<file path="src/multi_channel_message_fifo_top_macros.svh">
// Assertion macros for the message mailbox.
// Used by the top level; no other dependencies.
`ifndef MULTI_CHANNEL_MESSAGE_FIFO_TOP_MACROS_SVH
`define MULTI_CHANNEL_MESSAGE_FIFO_TOP_MACROS_SVH

// Same-cycle implication, disabled during reset.
`define MCMF_ASSERT_NOW(label, clk, rst_n, ante, cons) \
    label: assert property (@(posedge clk) disable iff (!rst_n) (ante) |-> (cons)) \
        else $error("assertion failed");

// Next-cycle implication, disabled during reset.
`define MCMF_ASSERT_NEXT(label, clk, rst_n, ante, cons) \
    label: assert property (@(posedge clk) disable iff (!rst_n) (ante) |=> (cons)) \
        else $error("assertion failed");

`endif

</file>
<file path="src/mcmf_pkg.sv">
// Shared types and constants for the message mailbox.
// No dependencies.
`default_nettype none

package mcmf_pkg;

    localparam int NUM_CHANNELS = 8;
    localparam int CHAN_DEPTH   = 16;
    localparam int WORD_BITS    = 32;

    localparam int CH_W   = (NUM_CHANNELS > 1) ? $clog2(NUM_CHANNELS) : 1;
    localparam int SLOT_W = (CHAN_DEPTH > 1) ? $clog2(CHAN_DEPTH) : 1;
    localparam int FILL_W = $clog2(CHAN_DEPTH + 1);

    typedef enum logic [2:0] {
        OP_OPEN  = 3'd0,
        OP_CLOSE = 3'd1,
        OP_SEND  = 3'd2,
        OP_RECV  = 3'd3,
        OP_BCAST = 3'd4
    } op_t;

    typedef enum logic [1:0] {
        ST_OK      = 2'd0,
        ST_NO_CHAN = 2'd1,
        ST_BLOCK   = 2'd2,
        ST_NO_FREE = 2'd3
    } status_t;

    typedef struct packed {
        op_t         opcode;
        logic [2:0]  chan_index;
        logic [31:0] write_word;
        logic [4:0]  capacity_req;
    } req_t;

    typedef struct packed {
        status_t     status;
        logic [2:0]  opened_index;
        logic [31:0] read_word;
    } rsp_t;

    // Bank access for one item.
    typedef struct packed {
        logic [NUM_CHANNELS-1:0]             wr_en;
        logic [NUM_CHANNELS-1:0][SLOT_W-1:0] wr_slot;
        logic [WORD_BITS-1:0]                wr_word;
        logic [NUM_CHANNELS-1:0]             rd_en;
        logic [SLOT_W-1:0]                   rd_slot;
    } mem_req_t;

    // Result fields before the bank read data is attached.
    typedef struct packed {
        status_t     status;
        logic [2:0]  opened_index;
        logic        rd_hit;
        logic [CH_W-1:0] rd_chan;
    } result_t;

endpackage

`default_nettype wire

</file>
<file path="src/multi_channel_message_fifo_top.sv">
// A result is valid in the cycle after its request word is accepted.
// Throughput: one word per cycle; the channel state updates in a single pass and the
// per-channel banks take one write and one registered read per cycle.
// A stalled result holds the request side (req_stall follows rsp_stall combinationally).
// Reset clears all channel state at once; the word banks are not cleared.
`default_nettype none

`include "multi_channel_message_fifo_top_macros.svh"

module multi_channel_message_fifo_top
    import mcmf_pkg::*;
(
    input  wire logic clk,
    input  wire logic rst_n,
    input  wire logic req_valid,
    output logic      req_stall,
    input  wire req_t req,
    output logic      rsp_valid,
    input  wire logic rsp_stall,
    output rsp_t      rsp
);

    logic     accept;
    mem_req_t mem_req;
    result_t  result;
    result_t  result_reg;
    logic     rsp_valid_reg, rsp_valid_next;

    logic [NUM_CHANNELS-1:0][WORD_BITS-1:0] bank_word;

    assign req_stall = rsp_valid_reg && rsp_stall;
    assign accept    = req_valid && !req_stall;

    mcmf_ctrl u_ctrl (
        .clk     (clk),
        .rst_n   (rst_n),
        .accept  (accept),
        .req     (req),
        .mem_req (mem_req),
        .result  (result)
    );

    for (genvar c = 0; c < NUM_CHANNELS; c++)
    begin : g_bank
        mcmf_bank u_bank (
            .clk     (clk),
            .wr_en   (mem_req.wr_en[c]),
            .wr_slot (mem_req.wr_slot[c]),
            .wr_word (mem_req.wr_word),
            .rd_en   (mem_req.rd_en[c]),
            .rd_slot (mem_req.rd_slot),
            .rd_word (bank_word[c])
        );
    end

    always_comb
    begin
        rsp_valid_next = rsp_valid_reg;
        if (accept)
        begin
            rsp_valid_next = 1'b1;
        end
        else if (!rsp_stall)
        begin
            rsp_valid_next = 1'b0;
        end
    end

    always_ff @(posedge clk or negedge rst_n)
    begin
        if (!rst_n)
        begin
            rsp_valid_reg <= 1'b0;
        end
        else
        begin
            rsp_valid_reg <= rsp_valid_next;
        end
    end

    always_ff @(posedge clk)
    begin
        if (accept)
        begin
            result_reg <= result;
        end
    end

    assign rsp_valid        = rsp_valid_reg;
    assign rsp.status       = result_reg.status;
    assign rsp.opened_index = result_reg.opened_index;
    assign rsp.read_word    = result_reg.rd_hit ? 32'(bank_word[result_reg.rd_chan]) : 32'd0;

    `MCMF_ASSERT_NEXT(a_result_follows, clk, rst_n, accept, rsp_valid)
    `MCMF_ASSERT_NOW(a_single_read, clk, rst_n, 1'b1, $onehot0(mem_req.rd_en))
    `MCMF_ASSERT_NOW(a_read_needs_ok, clk, rst_n,
                     rsp_valid && (rsp.status != ST_OK), rsp.read_word == 32'd0)
    `MCMF_ASSERT_NOW(a_open_needs_ok, clk, rst_n,
                     rsp_valid && (rsp.opened_index != 3'd0), rsp.status == ST_OK)

endmodule

`default_nettype wire

</file>
<file path="src/mcmf_bank.sv">
// Word storage for one channel: one write port, one registered read port.
// Depends on mcmf_pkg.
`default_nettype none

module mcmf_bank
    import mcmf_pkg::*;
(
    input  wire logic                 clk,
    input  wire logic                 wr_en,
    input  wire logic [SLOT_W-1:0]    wr_slot,
    input  wire logic [WORD_BITS-1:0] wr_word,
    input  wire logic                 rd_en,
    input  wire logic [SLOT_W-1:0]    rd_slot,
    output logic      [WORD_BITS-1:0] rd_word
);

    logic [WORD_BITS-1:0] mem [CHAN_DEPTH];
    logic [WORD_BITS-1:0] rd_word_reg;

    always_ff @(posedge clk)
    begin
        if (wr_en)
        begin
            mem[wr_slot] <= wr_word;
        end
        // hold the read word until the next receive on this channel
        if (rd_en)
        begin
            rd_word_reg <= mem[rd_slot];
        end
    end

    assign rd_word = rd_word_reg;

endmodule

`default_nettype wire

</file>
<file path="src/mcmf_ctrl.sv">
// Channel bookkeeping: open flags, limits, fill counts and ring pointers.
// Decodes one request per cycle into a result and bank accesses. Depends on mcmf_pkg.
`default_nettype none

module mcmf_ctrl
    import mcmf_pkg::*;
(
    input  wire logic     clk,
    input  wire logic     rst_n,
    input  wire logic     accept,
    input  wire req_t     req,
    output mem_req_t      mem_req,
    output result_t       result
);

    logic [NUM_CHANNELS-1:0]             open_reg,  open_next;
    logic [NUM_CHANNELS-1:0][FILL_W-1:0] limit_reg, limit_next;
    logic [NUM_CHANNELS-1:0][FILL_W-1:0] fill_reg,  fill_next;
    logic [NUM_CHANNELS-1:0][SLOT_W-1:0] head_reg,  head_next;
    logic [NUM_CHANNELS-1:0][SLOT_W-1:0] tail_reg,  tail_next;

    logic [NUM_CHANNELS-1:0] full;
    logic                    free_found;
    logic [CH_W-1:0]         free_idx;
    logic                    any_open;
    logic                    blocked;
    logic                    chan_ok;
    logic [CH_W-1:0]         cidx;
    logic [FILL_W-1:0]       cap_sat;

    function automatic logic [SLOT_W-1:0] slot_next(input logic [SLOT_W-1:0] s);
        logic [SLOT_W-1:0] r;
        if (s == SLOT_W'(CHAN_DEPTH - 1))
        begin
            r = '0;
        end
        else
        begin
            r = s + SLOT_W'(1);
        end
        return r;
    endfunction

    assign cidx     = CH_W'(req.chan_index);
    assign chan_ok  = (32'(req.chan_index) < NUM_CHANNELS) && open_reg[cidx];
    assign any_open = |open_reg;
    assign blocked  = |(open_reg & full);
    assign cap_sat  = (32'(req.capacity_req) > CHAN_DEPTH) ? FILL_W'(CHAN_DEPTH)
                                                           : FILL_W'(req.capacity_req);

    always_comb
    begin
        free_found = 1'b0;
        free_idx   = '0;
        // scan downward so the lowest closed channel wins
        for (int c = NUM_CHANNELS - 1; c >= 0; c--)
        begin
            full[c] = fill_reg[c] >= limit_reg[c];
            if (!open_reg[c])
            begin
                free_found = 1'b1;
                free_idx   = CH_W'(c);
            end
        end
    end

    always_comb
    begin
        open_next  = open_reg;
        limit_next = limit_reg;
        fill_next  = fill_reg;
        head_next  = head_reg;
        tail_next  = tail_reg;

        mem_req.wr_en   = '0;
        mem_req.wr_slot = tail_reg;
        mem_req.wr_word = WORD_BITS'(req.write_word);
        mem_req.rd_en   = '0;
        mem_req.rd_slot = head_reg[cidx];

        result.status       = ST_NO_CHAN;
        result.opened_index = '0;
        result.rd_hit       = 1'b0;
        result.rd_chan      = cidx;

        case (req.opcode)
            OP_OPEN:
            begin
                if (free_found)
                begin
                    result.status       = ST_OK;
                    result.opened_index = 3'(free_idx);
                    if (accept)
                    begin
                        open_next[free_idx]  = 1'b1;
                        limit_next[free_idx] = cap_sat;
                        fill_next[free_idx]  = '0;
                        head_next[free_idx]  = '0;
                        tail_next[free_idx]  = '0;
                    end
                end
                else
                begin
                    result.status = ST_NO_FREE;
                end
            end
            OP_CLOSE:
            begin
                if (chan_ok)
                begin
                    result.status = ST_OK;
                    if (accept)
                    begin
                        open_next[cidx]  = 1'b0;
                        limit_next[cidx] = '0;
                        fill_next[cidx]  = '0;
                        head_next[cidx]  = '0;
                        tail_next[cidx]  = '0;
                    end
                end
            end
            OP_SEND:
            begin
                if (chan_ok)
                begin
                    if (full[cidx])
                    begin
                        result.status = ST_BLOCK;
                    end
                    else
                    begin
                        result.status = ST_OK;
                        if (accept)
                        begin
                            mem_req.wr_en[cidx] = 1'b1;
                            tail_next[cidx]     = slot_next(tail_reg[cidx]);
                            fill_next[cidx]     = fill_reg[cidx] + FILL_W'(1);
                        end
                    end
                end
            end
            OP_RECV:
            begin
                if (chan_ok)
                begin
                    if (fill_reg[cidx] == '0)
                    begin
                        result.status = ST_BLOCK;
                    end
                    else
                    begin
                        result.status = ST_OK;
                        result.rd_hit = 1'b1;
                        if (accept)
                        begin
                            mem_req.rd_en[cidx] = 1'b1;
                            head_next[cidx]     = slot_next(head_reg[cidx]);
                            fill_next[cidx]     = fill_reg[cidx] - FILL_W'(1);
                        end
                    end
                end
            end
            OP_BCAST:
            begin
                if (!any_open)
                begin
                    result.status = ST_NO_CHAN;
                end
                else if (blocked)
                begin
                    result.status = ST_BLOCK;
                end
                else
                begin
                    result.status = ST_OK;
                    if (accept)
                    begin
                        mem_req.wr_en = open_reg;
                        for (int c = 0; c < NUM_CHANNELS; c++)
                        begin
                            if (open_reg[c])
                            begin
                                tail_next[c] = slot_next(tail_reg[c]);
                                fill_next[c] = fill_reg[c] + FILL_W'(1);
                            end
                        end
                    end
                end
            end
            default:
            begin
                result.status = ST_NO_CHAN;
            end
        endcase
    end

    always_ff @(posedge clk or negedge rst_n)
    begin
        if (!rst_n)
        begin
            open_reg  <= '0;
            limit_reg <= '0;
            fill_reg  <= '0;
            head_reg  <= '0;
            tail_reg  <= '0;
        end
        else
        begin
            open_reg  <= open_next;
            limit_reg <= limit_next;
            fill_reg  <= fill_next;
            head_reg  <= head_next;
            tail_reg  <= tail_next;
        end
    end

endmodule

`default_nettype wire

</file>
<file path="config.mk">
export PLATFORM = sky130hd
export DESIGN_NAME = multi_channel_message_fifo_top
export DESIGN_NICKNAME = d
export VERILOG_FILES = /design/src/mcmf_pkg.sv /design/src/multi_channel_message_fifo_top.sv /design/src/mcmf_bank.sv /design/src/mcmf_ctrl.sv
export VERILOG_INCLUDE_DIRS = /design/src /design/src/src
export SDC_FILE = /design/constraint.sdc
export NUM_CORES = 2
export LEC_CHECK = 0
export ABC_AREA = 0
export BUFFER_PORTS_ARGS = -buffer_cell sky130_fd_sc_hd__buf_2
export CAP_MARGIN = 20
export CORE_UTILIZATION = 57
export DETAILED_ROUTE_END_ITERATION = 10
export PLACE_DENSITY = 0.8
export SKIP_LAST_GASP = 1
export SYNTH_ARGS = -nofsm -noshare
export SYNTH_HDL_FRONTEND = slang
export SYNTH_HIERARCHICAL = 1
export SYNTH_SLANG_ARGS = --single-unit
</file>
<file path="constraint.sdc">
create_clock -name clk -period 5.5 [get_ports clk]
set_input_delay 0.825 -clock clk [delete_from_list [all_inputs] [get_ports clk]]
set_output_delay 0.825 -clock clk [all_outputs]
set_load 0.1 [all_outputs]
</file>
==> flow_summary.yaml <==
run_status:
  outcome: "finished clean"
synthesis:
  ys_ff_latch: 4514
  synth_fp_nets: 8380
  post_synth_num_cell_types: 99
  synthMuxAreaShare_pct: 14.2
  synth_adder_area_share_pct: 0.428
  synthesis.area_um2: 176000
  synth_xor_area_share_pct: 0.0342
  syn_inst: 8273
  yosysSeqAreaShare_pct: 76.8
  synth_edf_count: 4361
  synth_top_family_by_area: "multiplexers"
  syn_avg_cell_area_um2: 21.2
  synthFlopType: "edfxtp_1"
  async_flop_share_pct: 3.39
  yosys.area_share.simple_pct: 2.34
  yosysWarnings: 6
  synth-compound-area-share_pct: 4.49
finish:
  layout-drive-gt1-share_pct: 27.2
  layout_common_cells: "edfxtp_1 (4361), mux4_2 (1062), a22oi_1 (537), clkbuf_16 (426), nand2_1 (424)"
  final_common_cell: "edfxtp_1"
  area_growth_pct: 13.4
  largest_register_ff_count: 4096
  num-nets-final: 8811
  stdcell_count: 13200
  finalCoreUtilization_pct: 65.1
global_route:
  grt_max_degree: 104
  antenna_found_initial: 50
  grt_pass1_wl_mm: 733
  grt.total_usage_pct: 33.8
  grt_overflow_total: 0
  grt_pass1_vias: 96100
timing:
  clock.fmax_mhz: 193
  tightest_slew_ns: 1.30
  fin_tns_setup_ns: 0
  rsz0062_at_grt: "no"
  finalCritPeriodShare_pct: 94.2
  hold-worst-slack_ns: 0.0683
  min_period_ns: 5.18
  slew_headroom_pct: 13.2
  slew_violations: 0
  setup-violations-final: 0
  finalHoldViolCount: 0
  finalClockSkew_ns: 0.0799
routing:
  drtPass1Iterations: 6
  viasPerCell: 7.26
  drt_iter0_drc: 18100
  drt-total-wl_mm: 525
  wl_per_cell_um: 39.8
  dr_total_vias: 95800
  drcViolationCount: 0
  ant_nets: 0
placed_design:
  io_buffers: 85
  placed_cells: 12400
  hpwl_mm: 275
  place.gp.congestion: 0.931
clocking:
  postCtsResizedCells: 0
  clkTransAtPathRegs_ns: 0.06
  root_buffer: "clkbuf_16"
  htreeDepth: 5
  cts_buffers: 425
  clockBufferDepth: 4
  cts_sinks: 4514
  cts_tree: "done"
  clock_latency_ns: 1.04
floorplan:
  rows: 203
  core_area_um2: 306000
  io_pins: 86
  start_util_pct: 57.4
  die_area_um2: 310000
  die_x_um: 557
  die_height_um: 557
setup_path:
  end_kind: "output port"
  path_max_fanout: 33
  setup.worst_path.class: "reg2out"
  cp.required_ns: 4.68
  cp-start-kind: "flip-flop"
  cp.arrival_ns: 4.36
power:
  power.leakage_nw: 61.7
  vdd_drop_max_mv: 0.292
  powerDensity_nw_per_um2: 369
  p_total_mw: 73.6
run:
  maxCapViolations: 0
min_path:
  hp-class: "in2reg"
[kinds of logic after synthesis]
| family | count (synthesis) |
|---|---|
| DFF | 4514 |
| adders and majority gates | 60 |
| and+or+nand+nor | 883 |
| muxes | 1160 |
| buffers and inverters | 596 |
| AOI/OAI and AO/OA | 1054 |
| xor gates and xnor gates | 6 |
[power breakdown]
part           total (mW)  internal [mW]  switching (mW)
combinational        5.18           1.97            3.21
sequential           38.5           37.9           0.601
clock                29.9           16.5            13.4
total                73.6           56.3            17.2
[cell type report]
cell class | count | area [µm²]
Fill cell | 17900 | 107000
Clock inverter | 284 | 2940
Timing Repair Buffer | 504 | 5940
Antenna cell | 21 | 52.6
Multi-Input combinational cell | 3163 | 39000
Clock buffer | 507 | 11000
Tap cell | 4100 | 5130
Sequential cell | 4514 | 135000
Inverter | 96 | 360
[critical path, cell delays in order (launching register included)]
cell and delay [ns]:
edfxtp_1 0.70, buf_4 0.68, nor2_4 0.19, buf_4 0.35, a221oi_1 0.89, buf_2 0.57
[synthesized netlist by cell type (all sizes together), types with 5 or more instances]
master	instances	area share, %
edfxtp	4361	75
mux4	1065	14
a22oi	539	2.3
nand2	425	0.91
buf	305	1.1
clkbuf	195	0.42
nor2	161	0.35
o21ai	161	0.47
dfrtp	153	2.2
inv	96	0.21
a21oi	62	0.18
ha	60	0.43
mux2i	60	0.35
nand3	56	0.16
nor3	52	0.17
a32o	50	0.29
nand4	41	0.15
mux2	35	0.22
a31oi	34	0.12
nor2b	34	0.12
o22ai	34	0.12
a221oi	32	0.26
nand2b	30	0.11
a22o	28	0.14
o221ai	25	0.12
nand3b	23	0.10
o221a	13	0.083
or3b	13	0.065
and2	11	0.039
a21o	10	0.043
o2bb2ai	10	0.050
or3	8	0.029
a311oi	7	0.035
o21a	7	0.031
o31ai	5	0.021
or2	5	0.018
xnor2	5	0.029
[metrics by stage]
| step | setup WS, ns | cell area, µm² |
|---|---|---|
| after global routing | 0.389 | 199000 |
| after detailed placement | -0.0874 | 185000 |
| after CTS | 0.629 | 199000 |
| final | 0.320 | 199000 |
| after floorplan | 0.0171 | 176000 |
| after global placement | 0.186 | 185000 |
[per-layer routing]
layer  global-route usage [%]  part of all wire (%)  vias to the layer above
li1                         -                     -                    35700
met1                     43.0                    31                    48800
met2                     53.3                    47                     9461
met3                     9.16                    15                     1816
met4                     18.7                   6.7                       28
met5                        0                 0.036                        -
[path summary, 6_finish.rpt]
path | cells past startpoint | endpoint | slack, ns | startpoint
min | 2 | rsp_valid$_DFFE_PN0P_ | 0.07 | req_valid
min reg2reg | 2 | u_ctrl/limit_reg[7]$_DFFE_PN0P_ | 0.49 | u_ctrl/limit_reg[7]$_DFFE_PN0P_
min in group asynchronous | 2 | u_ctrl/fill_reg[19]$_DFFE_PN0P_ | 0.29 | rst_n
max in group asynchronous | 4 | u_ctrl/limit_reg[16]$_DFFE_PN0P_ | 3.74 | rst_n
max | 5 | rsp[30] | 0.32 | result_reg[0]$_DFFE_PP_
max reg2reg | 13 | g_bank[4].u_bank/mem[10][15]$_DFFE_PP_ | 0.70 | u_ctrl/fill_reg[29]$_DFFE_PN0P_
[what timing repair did]
action                                 4_1_cts  5_1_grt
endpoints found under the hold margin        0       12
hold buffers                                 0        1
setup buffers                                0        0
No activity file was read; power rests on OpenSTA's default activity.
